<file path="config.mk">
export PLATFORM = sky130hd
export DESIGN_NAME = odometry_dead_reckoning
export DESIGN_NICKNAME = d
export VERILOG_FILES = /design/src/sv/odr_pkg.sv /design/src/sv/odometry_dead_reckoning.sv /design/src/sv/odr_cordic.sv
export SDC_FILE = /design/constraint.sdc
export NUM_CORES = 2
export LEC_CHECK = 0
export BUFFER_PORTS_ARGS = -buffer_cell sky130_fd_sc_hd__buf_2
export CAP_MARGIN = 20
export CORE_ASPECT_RATIO = 0.6
export CORE_MARGIN = 2
export CORE_UTILIZATION = 29
export DETAILED_ROUTE_END_ITERATION = 12
export SYNTH_ARGS = -nofsm -noshare
export SYNTH_HDL_FRONTEND = slang
export SYNTH_SLANG_ARGS = --single-unit
</file>
<file path="constraint.sdc">
create_clock -name clk -period 14.7 [get_ports clk]
set_input_delay 2.205 -clock clk [delete_from_list [all_inputs] [get_ports clk]]
set_output_delay 2.205 -clock clk [all_outputs]
set_load 0.01 [all_outputs]
</file>
<file path="src/sv/odr_pkg.sv">
// Shared constants, types and the arctangent table for the odometry dead-reckoning block.
// No dependencies; imported by odr_cordic and odometry_dead_reckoning.
package odr_pkg;

    localparam int DIST_FRAC_BITS = 16;
    localparam int ANGLE_BITS     = 16;
    localparam int POS_BITS       = 48;
    localparam int CORDIC_STAGES  = 16;

    localparam int ITER_W   = $clog2(CORDIC_STAGES);
    localparam int ROT_W    = 32;
    localparam int DIST_W   = 32;
    localparam int VEL_W    = 32;
    localparam int DELTA_W  = DIST_W + 1;
    localparam int JUMP_W   = 31;
    localparam int PART_W   = 17;
    localparam int PROD_W   = DELTA_W + PART_W;
    localparam int ACC_W    = DELTA_W + ROT_W + 1;
    localparam int SC_FRAC  = 30;
    localparam int SC_W     = ACC_W - SC_FRAC;
    localparam int SUM_W    = ((POS_BITS > SC_W) ? POS_BITS : SC_W) + 2;
    localparam int IN_W     = DIST_W + ANGLE_BITS + 2 * VEL_W;
    localparam int OUT_W    = 2 * POS_BITS + 2 * ANGLE_BITS + 3 * VEL_W;

    localparam logic signed [ROT_W-1:0] GAIN_Q30 = 32'sd652032874;
    localparam logic [JUMP_W-1:0] JUMP_RESET = JUMP_W'(50 << DIST_FRAC_BITS);
    localparam logic signed [ACC_W-1:0] ROUND_HALF = ACC_W'(64'd1 << (SC_FRAC - 1));

    localparam logic signed [SUM_W-1:0] POS_MAX_S =
        {{(SUM_W-POS_BITS+1){1'b0}}, {(POS_BITS-1){1'b1}}};
    localparam logic signed [SUM_W-1:0] POS_MIN_S = ~POS_MAX_S;
    localparam logic signed [SC_W-1:0] VEL_MAX_S =
        {{(SC_W-VEL_W+1){1'b0}}, {(VEL_W-1){1'b1}}};
    localparam logic signed [SC_W-1:0] VEL_MIN_S = ~VEL_MAX_S;

    typedef enum logic [2:0] {
        S_IDLE,
        S_CHECK,
        S_START,
        S_ROT,
        S_MUL_LO,
        S_MUL_HI,
        S_FINISH,
        S_OUT
    } odr_state_t;

    typedef struct packed {
        logic                  start;
        logic [ANGLE_BITS-1:0] angle;
    } odr_rot_req_t;

    typedef struct packed {
        logic             done;
        logic [ROT_W-1:0] co;
        logic [ROT_W-1:0] si;
    } odr_rot_rsp_t;

    function automatic logic [ROT_W-1:0] atan_lookup(input logic [ITER_W-1:0] idx);
        logic [4:0]       i;
        logic [ROT_W-1:0] v;
        i = 5'(idx);
        case (i)
            5'd0:    v = 32'd536870912;
            5'd1:    v = 32'd316933406;
            5'd2:    v = 32'd167458907;
            5'd3:    v = 32'd85004756;
            5'd4:    v = 32'd42667331;
            5'd5:    v = 32'd21354465;
            5'd6:    v = 32'd10679838;
            5'd7:    v = 32'd5340245;
            5'd8:    v = 32'd2670163;
            5'd9:    v = 32'd1335087;
            5'd10:   v = 32'd667544;
            5'd11:   v = 32'd333772;
            5'd12:   v = 32'd166886;
            5'd13:   v = 32'd83443;
            5'd14:   v = 32'd41722;
            5'd15:   v = 32'd20861;
            5'd16:   v = 32'd10430;
            5'd17:   v = 32'd5215;
            5'd18:   v = 32'd2608;
            5'd19:   v = 32'd1304;
            5'd20:   v = 32'd652;
            5'd21:   v = 32'd326;
            5'd22:   v = 32'd163;
            5'd23:   v = 32'd81;
            default: v = '0;
        endcase
        return v;
    endfunction

endpackage

</file>
<file path="src/sv/odometry_dead_reckoning.sv">
// Odometry dead-reckoning integrator top level: sequencer, shared 33x17 multiplier, pose state.
// Depends on odr_pkg and odr_cordic.
//
//  channel   dir   width  handshake                   payload
//  s_axis    in    112    s_axis_tvalid/s_axis_tready odometry reading
//  m_axis    out   224    m_axis_tvalid/m_axis_tready pose result
//  cfg       in    31     cfg_valid/cfg_ready         jump limit, Q15.16
//
// A reading runs through the 16 CORDIC stages and four products of two partial multiplies
// each through one multiplier; the first reading after reset needs only the two velocity
// products, and a reading dropped by the jump limit skips both. No new reading is taken until the last one is done.
// The result waits in an output register; a stalled m_axis holds the sequencer in its
// last state only until that register frees. Reset clears the pose and the limit to 50.0.
module odometry_dead_reckoning
    import odr_pkg::*;
(
    input  logic              clk,
    input  logic              rst_n,
    input  logic              s_axis_tvalid,
    output logic              s_axis_tready,
    // distance[31:0], bearing[47:32], trans_velocity[79:48], rot_velocity[111:80]
    input  logic [IN_W-1:0]   s_axis_tdata,
    output logic              m_axis_tvalid,
    input  logic              m_axis_tready,
    // x_position[47:0], y_position[95:48], heading[111:96], velocity_x[143:112],
    // velocity_y[175:144], turn_rate[207:176], joint_angle[223:208]
    output logic [OUT_W-1:0]  m_axis_tdata,
    input  logic              cfg_valid,
    output logic              cfg_ready,
    input  logic [JUMP_W-1:0] cfg_data
);

    odr_state_t state_reg;
    odr_state_t state_next;

    odr_rot_req_t rot_req;
    odr_rot_rsp_t rot_rsp;

    logic [JUMP_W-1:0]     jump_limit_reg;
    logic                  started_reg;
    logic [ANGLE_BITS-1:0] ref_bearing_reg;
    logic [DIST_W-1:0]     prev_dist_reg;
    logic [ANGLE_BITS-1:0] prev_rel_reg;
    logic [ANGLE_BITS-1:0] heading_reg;
    logic [POS_BITS-1:0]   x_reg;
    logic [POS_BITS-1:0]   y_reg;
    logic [1:0]            prod_idx_reg;
    logic                  out_valid_reg;

    logic [DIST_W-1:0]       dist_reg;
    logic [ANGLE_BITS-1:0]   brg_reg;
    logic [VEL_W-1:0]        tvel_reg;
    logic [VEL_W-1:0]        rvel_reg;
    logic [DELTA_W-1:0]      dd_reg;
    logic signed [ACC_W-1:0] acc_reg;
    logic [VEL_W-1:0]        vx_reg;
    logic [VEL_W-1:0]        vy_reg;
    logic [OUT_W-1:0]        out_data_reg;

    logic                  in_xfer;
    logic                  load_out;
    logic [DIST_W-1:0]     s_dist;
    logic [ANGLE_BITS-1:0] s_brg;
    logic [VEL_W-1:0]      s_tvel;
    logic [VEL_W-1:0]      s_rvel;

    logic [DELTA_W-1:0]      mag;
    logic                    jump;
    logic [ANGLE_BITS-1:0]   rel;
    logic [ANGLE_BITS-1:0]   dh;
    logic [DELTA_W-1:0]      a_op;
    logic [ROT_W-1:0]        c_op;
    logic [PART_W-1:0]       b_op;
    logic signed [PROD_W-1:0] prod;
    logic signed [ACC_W-1:0] prod_ext;
    logic signed [ACC_W-1:0] rnd;
    logic signed [SC_W-1:0]  sc;
    logic signed [POS_BITS-1:0] xy_sel;
    logic signed [SUM_W-1:0] pos_sum;
    logic [POS_BITS-1:0]     pos_sat;
    logic [VEL_W-1:0]        vel_sat;

    assign s_dist = s_axis_tdata[31:0];
    assign s_brg  = s_axis_tdata[47:32];
    assign s_tvel = s_axis_tdata[79:48];
    assign s_rvel = s_axis_tdata[111:80];

    assign in_xfer   = s_axis_tvalid && s_axis_tready;
    assign cfg_ready = 1'b1;

    odr_cordic u_cordic (
        .clk   (clk),
        .rst_n (rst_n),
        .req   (rot_req),
        .rsp   (rot_rsp)
    );

    // jump test and heading update
    assign mag  = dd_reg[DELTA_W-1] ? (~dd_reg + 1'b1) : dd_reg;
    assign jump = mag > {{(DELTA_W-JUMP_W){1'b0}}, jump_limit_reg};
    assign rel  = brg_reg - ref_bearing_reg;
    assign dh   = rel - prev_rel_reg;

    // shared multiplier: index 0 dd*cos, 1 dd*sin, 2 v*cos, 3 v*sin
    assign a_op = prod_idx_reg[1] ? {tvel_reg[VEL_W-1], tvel_reg} : dd_reg;
    assign c_op = prod_idx_reg[0] ? rot_rsp.si : rot_rsp.co;
    assign b_op = (state_reg == S_MUL_HI) ? {c_op[ROT_W-1], c_op[ROT_W-1:16]}
                                          : {1'b0, c_op[15:0]};
    assign prod     = $signed(a_op) * $signed(b_op);
    assign prod_ext = ACC_W'(prod);

    assign rnd = acc_reg + ROUND_HALF;
    assign sc  = rnd[ACC_W-1:SC_FRAC];

    assign xy_sel  = prod_idx_reg[0] ? $signed(y_reg) : $signed(x_reg);
    assign pos_sum = SUM_W'(xy_sel) + SUM_W'(sc);

    always_comb
    begin
        priority if (pos_sum > POS_MAX_S)
            pos_sat = POS_MAX_S[POS_BITS-1:0];
        else if (pos_sum < POS_MIN_S)
            pos_sat = POS_MIN_S[POS_BITS-1:0];
        else
            pos_sat = pos_sum[POS_BITS-1:0];
    end

    always_comb
    begin
        priority if (sc > VEL_MAX_S)
            vel_sat = VEL_MAX_S[VEL_W-1:0];
        else if (sc < VEL_MIN_S)
            vel_sat = VEL_MIN_S[VEL_W-1:0];
        else
            vel_sat = sc[VEL_W-1:0];
    end

    always_comb
    begin
        state_next = state_reg;
        unique case (state_reg)
            S_IDLE:
            begin
                if (in_xfer)
                    state_next = started_reg ? S_CHECK : S_START;
            end
            S_CHECK:  state_next = jump ? S_IDLE : S_START;
            S_START:  state_next = S_ROT;
            S_ROT:
            begin
                if (rot_rsp.done)
                    state_next = S_MUL_LO;
            end
            S_MUL_LO: state_next = S_MUL_HI;
            S_MUL_HI: state_next = S_FINISH;
            S_FINISH: state_next = (prod_idx_reg == 2'd3) ? S_OUT : S_MUL_LO;
            S_OUT:
            begin
                if (!out_valid_reg || m_axis_tready)
                    state_next = S_IDLE;
            end
            default:  state_next = S_IDLE;
        endcase
    end

    always_comb
    begin
        s_axis_tready = (state_reg == S_IDLE);
        rot_req.start = (state_reg == S_START);
        rot_req.angle = heading_reg;
        load_out      = (state_reg == S_OUT) && (!out_valid_reg || m_axis_tready);
    end

    always_ff @(posedge clk or negedge rst_n)
    begin
        if (!rst_n)
        begin
            state_reg       <= S_IDLE;
            jump_limit_reg  <= JUMP_RESET;
            started_reg     <= 1'b0;
            ref_bearing_reg <= '0;
            prev_dist_reg   <= '0;
            prev_rel_reg    <= '0;
            heading_reg     <= '0;
            x_reg           <= '0;
            y_reg           <= '0;
            prod_idx_reg    <= '0;
            out_valid_reg   <= 1'b0;
        end
        else
        begin
            state_reg <= state_next;
            if (cfg_valid)
                jump_limit_reg <= cfg_data;

            if (in_xfer)
            begin
                if (!started_reg)
                begin
                    started_reg     <= 1'b1;
                    ref_bearing_reg <= s_brg;
                    prev_dist_reg   <= s_dist;
                    prev_rel_reg    <= '0;
                    heading_reg     <= '0;
                    x_reg           <= '0;
                    y_reg           <= '0;
                    prod_idx_reg    <= 2'd2;
                end
                else
                    prod_idx_reg <= 2'd0;
            end

            if (state_reg == S_CHECK && !jump)
            begin
                prev_dist_reg <= dist_reg;
                prev_rel_reg  <= rel;
                heading_reg   <= heading_reg + dh;
            end

            if (state_reg == S_FINISH)
            begin
                prod_idx_reg <= prod_idx_reg + 1'b1;
                if (prod_idx_reg == 2'd0)
                    x_reg <= pos_sat;
                if (prod_idx_reg == 2'd1)
                    y_reg <= pos_sat;
            end

            if (load_out)
                out_valid_reg <= 1'b1;
            else if (m_axis_tready)
                out_valid_reg <= 1'b0;
        end
    end

    always_ff @(posedge clk)
    begin
        if (in_xfer)
        begin
            dist_reg <= s_dist;
            brg_reg  <= s_brg;
            tvel_reg <= s_tvel;
            rvel_reg <= s_rvel;
            dd_reg   <= {s_dist[DIST_W-1], s_dist} - {prev_dist_reg[DIST_W-1], prev_dist_reg};
        end

        if (state_reg == S_MUL_LO)
            acc_reg <= prod_ext;
        else if (state_reg == S_MUL_HI)
            acc_reg <= acc_reg + (prod_ext <<< 16);

        if (state_reg == S_FINISH)
        begin
            if (prod_idx_reg == 2'd2)
                vx_reg <= vel_sat;
            if (prod_idx_reg == 2'd3)
                vy_reg <= vel_sat;
        end

        if (load_out)
            out_data_reg <= {brg_reg, rvel_reg, vy_reg, vx_reg, heading_reg, y_reg, x_reg};
    end

    assign m_axis_tvalid = out_valid_reg;
    assign m_axis_tdata  = out_data_reg;

endmodule

</file>
<file path="src/sv/odr_cordic.sv">
// Iterative rotation-mode CORDIC: one shift/add stage per cycle, gives cos and sin in Q2.30.
// Depends on odr_pkg (stage count, gain, arctangent table, request/response structs).
module odr_cordic
    import odr_pkg::*;
(
    input  logic         clk,
    input  logic         rst_n,
    input  odr_rot_req_t req,
    output odr_rot_rsp_t rsp
);

    logic              busy_reg;
    logic              fin_reg;
    logic              done_reg;
    logic [ITER_W-1:0] iter_reg;
    logic              neg_reg;

    logic signed [ROT_W-1:0] x_reg;
    logic signed [ROT_W-1:0] y_reg;
    logic signed [ROT_W-1:0] z_reg;
    logic        [ROT_W-1:0] co_reg;
    logic        [ROT_W-1:0] si_reg;

    logic        [ROT_W-1:0] angle_w;
    logic                    neg_w;
    logic        [ROT_W-1:0] z_start;
    logic signed [ROT_W-1:0] dx;
    logic signed [ROT_W-1:0] dy;
    logic signed [ROT_W-1:0] at;

    localparam logic [ITER_W-1:0] LAST_ITER = ITER_W'(CORDIC_STAGES - 1);

    // fold the second and third quarter onto the others; results negated at the end
    assign angle_w = {req.angle, {(ROT_W-ANGLE_BITS){1'b0}}};
    assign neg_w   = angle_w[ROT_W-1] ^ angle_w[ROT_W-2];
    assign z_start = {angle_w[ROT_W-1] ^ neg_w, angle_w[ROT_W-2:0]};

    assign dx = y_reg >>> iter_reg;
    assign dy = x_reg >>> iter_reg;
    assign at = $signed(atan_lookup(iter_reg));

    always_ff @(posedge clk or negedge rst_n)
    begin
        if (!rst_n)
        begin
            busy_reg <= 1'b0;
            fin_reg  <= 1'b0;
            done_reg <= 1'b0;
            iter_reg <= '0;
        end
        else
        begin
            done_reg <= 1'b0;
            if (req.start)
            begin
                busy_reg <= 1'b1;
                fin_reg  <= 1'b0;
                iter_reg <= '0;
            end
            else if (busy_reg)
            begin
                iter_reg <= iter_reg + 1'b1;
                if (iter_reg == LAST_ITER)
                begin
                    busy_reg <= 1'b0;
                    fin_reg  <= 1'b1;
                end
            end
            else if (fin_reg)
            begin
                fin_reg  <= 1'b0;
                done_reg <= 1'b1;
            end
        end
    end

    always_ff @(posedge clk)
    begin
        if (req.start)
        begin
            x_reg   <= GAIN_Q30;
            y_reg   <= '0;
            z_reg   <= $signed(z_start);
            neg_reg <= neg_w;
        end
        else if (busy_reg)
        begin
            if (!z_reg[ROT_W-1])
            begin
                x_reg <= x_reg - dx;
                y_reg <= y_reg + dy;
                z_reg <= z_reg - at;
            end
            else
            begin
                x_reg <= x_reg + dx;
                y_reg <= y_reg - dy;
                z_reg <= z_reg + at;
            end
        end
        else if (fin_reg)
        begin
            co_reg <= neg_reg ? -x_reg : x_reg;
            si_reg <= neg_reg ? -y_reg : y_reg;
        end
    end

    assign rsp.done = done_reg;
    assign rsp.co   = co_reg;
    assign rsp.si   = si_reg;

endmodule

</file>
# Word-level counts from Yosys, hierarchy flattened
# Memory sizes are Yosys's and may differ from the RTL's.
# Index checks and enable logic that the tools add are counted.
# classes
n_addsub	18
mul	1
n_lt_le_gt_ge	5
n_eq_ne	16
shifts	2
mux	56
bitwise_logic	6
n_reduce_logical	19
# ops
operator	n
$mux 48	11
$mux 32	13
$mux 66	2
$add 32x32->32	3
$sub 32x32->32	3
$add 66x31->66 const B	1
$add 66x66->66	1
$mux 33	2
$mux 16	4
$neg 32->32	2
$sshr 32x4->32	2
$mul 33x17->50	1
$add 48x36->49	1
$gt 49x48->1 const B	1
$lt 49x48->1 const B	1
$gt 36x32->1 const B	1
$lt 36x32->1 const B	1
$add 33x1->33 const B	1
$gt 33x31->1	1
$not 33->33	1
$sub 32x32->33	1
$sub 16x16->16	2
$pmux 3 s8	1
$mux 17	1
other kinds (26)	65
# totals
ff_bits	881
rom_bits	480
in_bits	148
elab_cells	155
mem_count	1
# memory_table
memory	words	width	rd	rd_ports_with_merged_regs	wr	line	source
(name not given)	16	30	1	0	0	odr_pkg.sv:62	case (i)

# Longest topological paths before layout
# logic_depth
ltp_word	8
mapped_depth	44
mapped_depth_nobuf	40

# By module
# From an unflattened synthesis, not the netlist that was laid out.
# hier_totals
cells_unflattened	7255
area_unflattened_um2	72079.1
# modules_own_cells
module	instances	cells_each	area_each_um2
odometry_dead_reckoning	1	5266	54818.8
odr_cordic	1	1989	17260.3

# Worst setup path before layout
# Ideal clock, no wire load.
# synth_path
path_kind	flip-flop to flip-flop
start	register state_reg[1]
end	register acc_reg[65], data pin
setup_time_ns	0.274
arrival_ns	12.327
required_time_ns	14.426
slack_ns	2.099
stages_incl_launch_ff	41
path_buffers	4
path_cell_list	dfrtp_1 -> clkbuf_1 -> nor2b_1 -> nand2_1 -> clkbuf_1 -> nand2_1 -> nand2_1 -> o21ai_1 -> clkbuf_1 -> nor2_1 -> fa_1 -> inv_1 -> fa_1 -> fa_1 -> inv_1 -> fa_1 -> fa_1 -> inv_1 -> [... 5 more ...] -> o21ai_0 -> or4b_1 -> and2_1 -> o21ai_0 -> a21oi_1 -> o21ai_0 -> xor2_1 -> ha_1 -> buf_2 -> a21oi_1 -> nand2b_1 -> a211oi_1 -> o21ai_0 -> a211o_1 -> a311oi_1 -> xnor2_1 -> a21oi_1 -> a31oi_1
# synth_between
elab_chain_len	6
word_cells_on_any_way	7
cone_classes	add/sub (1); mul (1); eq/ne (2); mux (3)
# synth_rtl
element	line	source
from (decl)	odometry_dead_reckoning.sv:33	odr_state_t state_reg;
from (signal assigned)	odometry_dead_reckoning.sv:192	state_reg <= state_next;
$eq 3x3->1	odometry_dead_reckoning.sv:107	assign b_op = (state_reg == S_MUL_HI) ? {c_op[ROT_W-1], c_op[ROT_W-1:16]}
$mux 17	odometry_dead_reckoning.sv:107	
$mul 33x17->50	odometry_dead_reckoning.sv:109	assign prod = $signed(a_op) * $signed(b_op);
$add 66x66->66	odometry_dead_reckoning.sv:250	acc_reg <= acc_reg + (prod_ext <<< 16);
$mux 66	odometry_dead_reckoning.sv:249	else if (state_reg == S_MUL_HI)
$mux 66 *	odometry_dead_reckoning.sv:247	if (state_reg == S_MUL_LO)
to (signal assigned)	odometry_dead_reckoning.sv:248	acc_reg <= prod_ext;
to (signal assigned)	odometry_dead_reckoning.sv:250	
to (decl)	odometry_dead_reckoning.sv:55	logic signed [ACC_W-1:0] acc_reg;
# Every way passes the cells marked *; elsewhere a longest branch is shown, timed or not. The select of a mux whose other input is x is not followed.
# A chain may end at the register's enable or synchronous reset.

# Worst setup path in the final report
# layout_path
start	register prod_idx_reg[0]
end	register acc_reg[64], data pin
# layout_between
elab_chain_len	6
# layout_rtl
element	line	source
from (decl)	odometry_dead_reckoning.sv:47	logic [1:0] prod_idx_reg;
from (signal assigned)	odometry_dead_reckoning.sv:222	prod_idx_reg <= prod_idx_reg + 1'b1;
$mux 32 *	odometry_dead_reckoning.sv:106	assign c_op = prod_idx_reg[0] ? rot_rsp.si : rot_rsp.co;
$mux 17 *	odometry_dead_reckoning.sv:107	
$mul 33x17->50 *	odometry_dead_reckoning.sv:109	
$add 66x66->66	odometry_dead_reckoning.sv:250	
$mux 66	odometry_dead_reckoning.sv:249	
$mux 66 *	odometry_dead_reckoning.sv:247	
# Marks and branches as above.

==> flow_summary_export.csv <==
group,metric,value,unit
global_route,grtUsageTotal,0.191,
worst_setup_path,r2r-start,"prod_idx_reg[0]$_DFFE_PN0P_",
finish,syn2layout_area_growth,12.4,%
placement,hpwlAfterDp,193000,µm
worst_setup_path,critPathMaxFanout,44,
route,drc_errors,0,
timing,max_slew_margin,0.235,
synth,ys_types,105,
run,cap_violations,0,
route,firstDrtPassIters,8,
worst_setup_path,critPathLaunchType,"flop",
floorplan,die_area,252000,µm²
clock_tree,htreeDepth,3,
global_route,gr-total-overflow,0,
finish,drive_above_1_share,0.110,
timing,tns,0,ns
floorplan,coreArea,246000,µm²
synth,synth-seq-cells,865,
synth,synth_top_area_cell,"edfxtp_1",
clock_tree,clkSinkCount,865,
synth,ys_seq_area_frac,0.335,
synth,yosys-top-cells-area,"edfxtp_1 24%, fa_1 16%, dfrtp_1 7.6%",
timing,post-route-period-util,0.833,
route,num_vias,56885,
clock_tree,cts_resized,0,
hold_path,hold_class,"flop to flop",
route,drt-initial-drc-count,6274,
clock_tree,clock_latency,0.80,ns
synth,async_flop_share,0.255,
clock_tree,clkTransAtPathRegs,0.07,ns
timing,tightest_slew,1.12,ns
worst_setup_path,cp_common_cell,"fa_1",
global_route,grt_pass1_vias,55365,
placement,numPortBuffers,373,
hold_path,min_to,"m_axis_tdata[159]$_DFFE_PP_",
clock_tree,cts_root_buffer,"clkbuf_16",
worst_setup_path,cp_slowest_cell,"dfrtp_4",
synth,yosysWarnings,0,
synth,synth.avg_cell_area,9.69,µm²
hold_path,hold_start,"vy_reg[15]$_DFFE_PP_",
route,drt-wirelength-per-cell,22.2,µm
floorplan,die_x,646,µm
finish,largest_register_ffs,224,
global_route,grt_max_degree,133,
clock_tree,clock_path_buffers,3,
outcome,status,"complete, no violations",
worst_setup_path,cpPeakStageDelay,0.80,ns
timing,setup_viol,0,
timing,fin_crit,12.24,ns
placement,place.gp.congestion,1.01,
timing,drv_slew,0,
route,via_per_inst,5.17,
worst_setup_path,path_class,"flop to flop",
finish,nNetsFinal,8765,
global_route,antenna_found_initial,39,
floorplan,ioPinCount,375,
floorplan,initial_core_util,0.292,
synth,synthCells,7409,
worst_setup_path,cp.required,15.17,ns
synth,synth_nets,8536,
timing,fin_skew,0.107,ns
clock_tree,postCtsHoldBufs,0,
global_route,grt_pass1_wl,364000,µm
route,ant_nets,0,
clock_tree,cts_buffers,93,
floorplan,die_h,389,µm
hold_path,hold_depth,0,
worst_setup_path,regToRegEndpoint,"acc_reg[64]$_DFFE_PP_",
synth,synth_top_area_frac,0.236,
clock_tree,post_cts_buffers,0,
worst_setup_path,ff2ff_path_depth,36,
timing,grt_setup_unrepaired,"false",
floorplan,core.rowCount,141,
worst_setup_path,reg2reg_setup_slack,2.46,ns
worst_setup_path,endpoint_kind,"flop",
route,wl,244000,µm
worst_setup_path,cp.arrival,12.72,ns
synth,synth_edf_count,564,
timing,hold_viol_final,0,
synth,netlist_area,71800,µm²
synth,ys.flop_type,"edfxtp_1",
clock_tree,cts_tree,"built",
timing,clock.fmax,81.7,MHz
==> routing by layer <==
layer / track usage / wire length (µm) / vias to the layer above
li1: - / - / 25806
met1: 0.295 / 116000 / 28099
met2: 0.252 / 92600 / 2645
met3: 0.0576 / 27800 / 327
met4: 0.0529 / 7450 / 8
met5: 0 / 57 / -
==> cells in the mapped netlist, types with 19 or more instances <==
| cell | instances |
|---|---|
| o21ai_0 | 444 |
| edfxtp_1 | 564 |
| xnor2_1 | 334 |
| dfxtp_1 | 80 |
| nand2_1 | 907 |
| buf_2 | 25 |
| o21a_1 | 61 |
| dfrtp_1 | 218 |
| or4_1 | 19 |
| nand4_1 | 52 |
| nor2b_1 | 48 |
| nor2_1 | 612 |
| mux2_2 | 98 |
| a21o_1 | 185 |
| inv_1 | 821 |
| and2_1 | 53 |
| xor2_1 | 135 |
| ha_1 | 421 |
| o211ai_1 | 19 |
| a31oi_1 | 61 |
| nand3_1 | 96 |
| fa_1 | 558 |
| a22o_1 | 21 |
| buf_1 | 34 |
| mux2i_1 | 113 |
| a221o_1 | 40 |
| o31ai_1 | 63 |
| nor3_1 | 119 |
| and3_1 | 44 |
| nand2b_1 | 60 |
| clkbuf_1 | 271 |
| o21bai_1 | 48 |
| a21oi_1 | 364 |
| or3_1 | 32 |
| a211oi_1 | 47 |
| mux4_2 | 47 |
| nor4_1 | 20 |
==> worst max-delay path, delay by kind of cell (launching register included) <==
family,cells,cell delay [ns]
AND/OR/NAND/NOR,4,1.35
multiplexers,1,0.26
AO/OA/AOI/OAI,16,4.46
XOR/XNOR,2,0.43
buffers and inverters,5,0.59
adder cells (fa/ha/maj),8,4.03
flip-flops,1,0.80
==> logic make-up after synthesis <==
family                     after synthesis  synth area share
other                                    1         0.0000522
DFF                                    865             0.335
AOI/OAI and AO/OA                     1532             0.136
xor gates and xnor gates               469            0.0572
and+or+nand+nor                       2120             0.130
muxes                                  276            0.0500
adders and majority gates              979             0.229
buffers and inverters                 1167            0.0627
==> how the worst max path moves through the flow <==
stage                                           start               endpoint  slack, ns  cells past startpoint
after floorplan              state_reg[1]$_DFFE_PN0P_  acc_reg[65]$_DFFE_PP_       2.10                     40
after global placement    prod_idx_reg[0]$_DFFE_PN0P_  acc_reg[64]$_DFFE_PP_       2.93                     36
after detailed placement  prod_idx_reg[0]$_DFFE_PN0P_  acc_reg[64]$_DFFE_PP_       2.84                     36
after CTS                 prod_idx_reg[0]$_DFFE_PN0P_  acc_reg[64]$_DFFE_PP_       2.79                     36
after global routing      prod_idx_reg[0]$_DFFE_PN0P_  acc_reg[64]$_DFFE_PP_       1.94                     36
final                     prod_idx_reg[0]$_DFFE_PN0P_  acc_reg[64]$_DFFE_PP_       2.46                     36
==> per-stage QoR <==
stage	hold slack (ns)	instances	worst slack, ns	util	area [µm²]
2_1_floorplan	0.400	7409	2.10	-	71800
3_3_place_gp	0.402	10827	2.93	0.314	77300
3_5_place_dp	0.405	10828	2.84	0.314	77300
4_1_cts	0.410	11003	2.79	0.328	80600
5_1_grt	0.415	11010	1.94	0.328	80700
6_report	0.395	11012	2.46	0.328	80700
==> layout make-up <==
| cell class | instances | area, µm² |
|---|---|---|
| Antenna cell | 5 | 12.5 |
| Multi-Input combinational cell | 5377 | 43300 |
| Inverter | 824 | 3090 |
| Clock buffer | 105 | 2400 |
| Clock inverter | 70 | 928 |
| Timing Repair Buffer | 477 | 2710 |
| Tap cell | 3289 | 4120 |
| Fill cell | 25177 | 165000 |
| Sequential cell | 865 | 24100 |
==> cells in the final DEF (no fill, tap or decap), types with 19 or more instances in the layout <==
cell type and count:
o21a_1 60, dfrtp_1 211, mux4_2 47, o21bai_1 48
mux2i_1 112, o211ai_1 19, nor3_1 119, a211oi_1 47
a31oi_1 61, nand2_1 907, clkbuf_16 93, buf_4 100
buf_2 372, a21oi_1 363, xnor2_1 334, o31ai_1 63
o21ai_0 443, mux2_2 98, or4_1 19, nand4_1 52
a221o_1 40, nand2b_1 60, or3_1 32, nor2_1 607
a22o_1 21, nand3_1 96, fa_1 558, edfxtp_1 564
and3_1 44, a21o_1 185, and2_1 51, dfxtp_1 80
nor2b_1 45, xor2_1 135, ha_1 421, inv_1 819
nor4_1 20
Power is left out: the tool's default activity adds up to more than one toggle a clock period on the data nets, which glitch-free logic cannot reach.
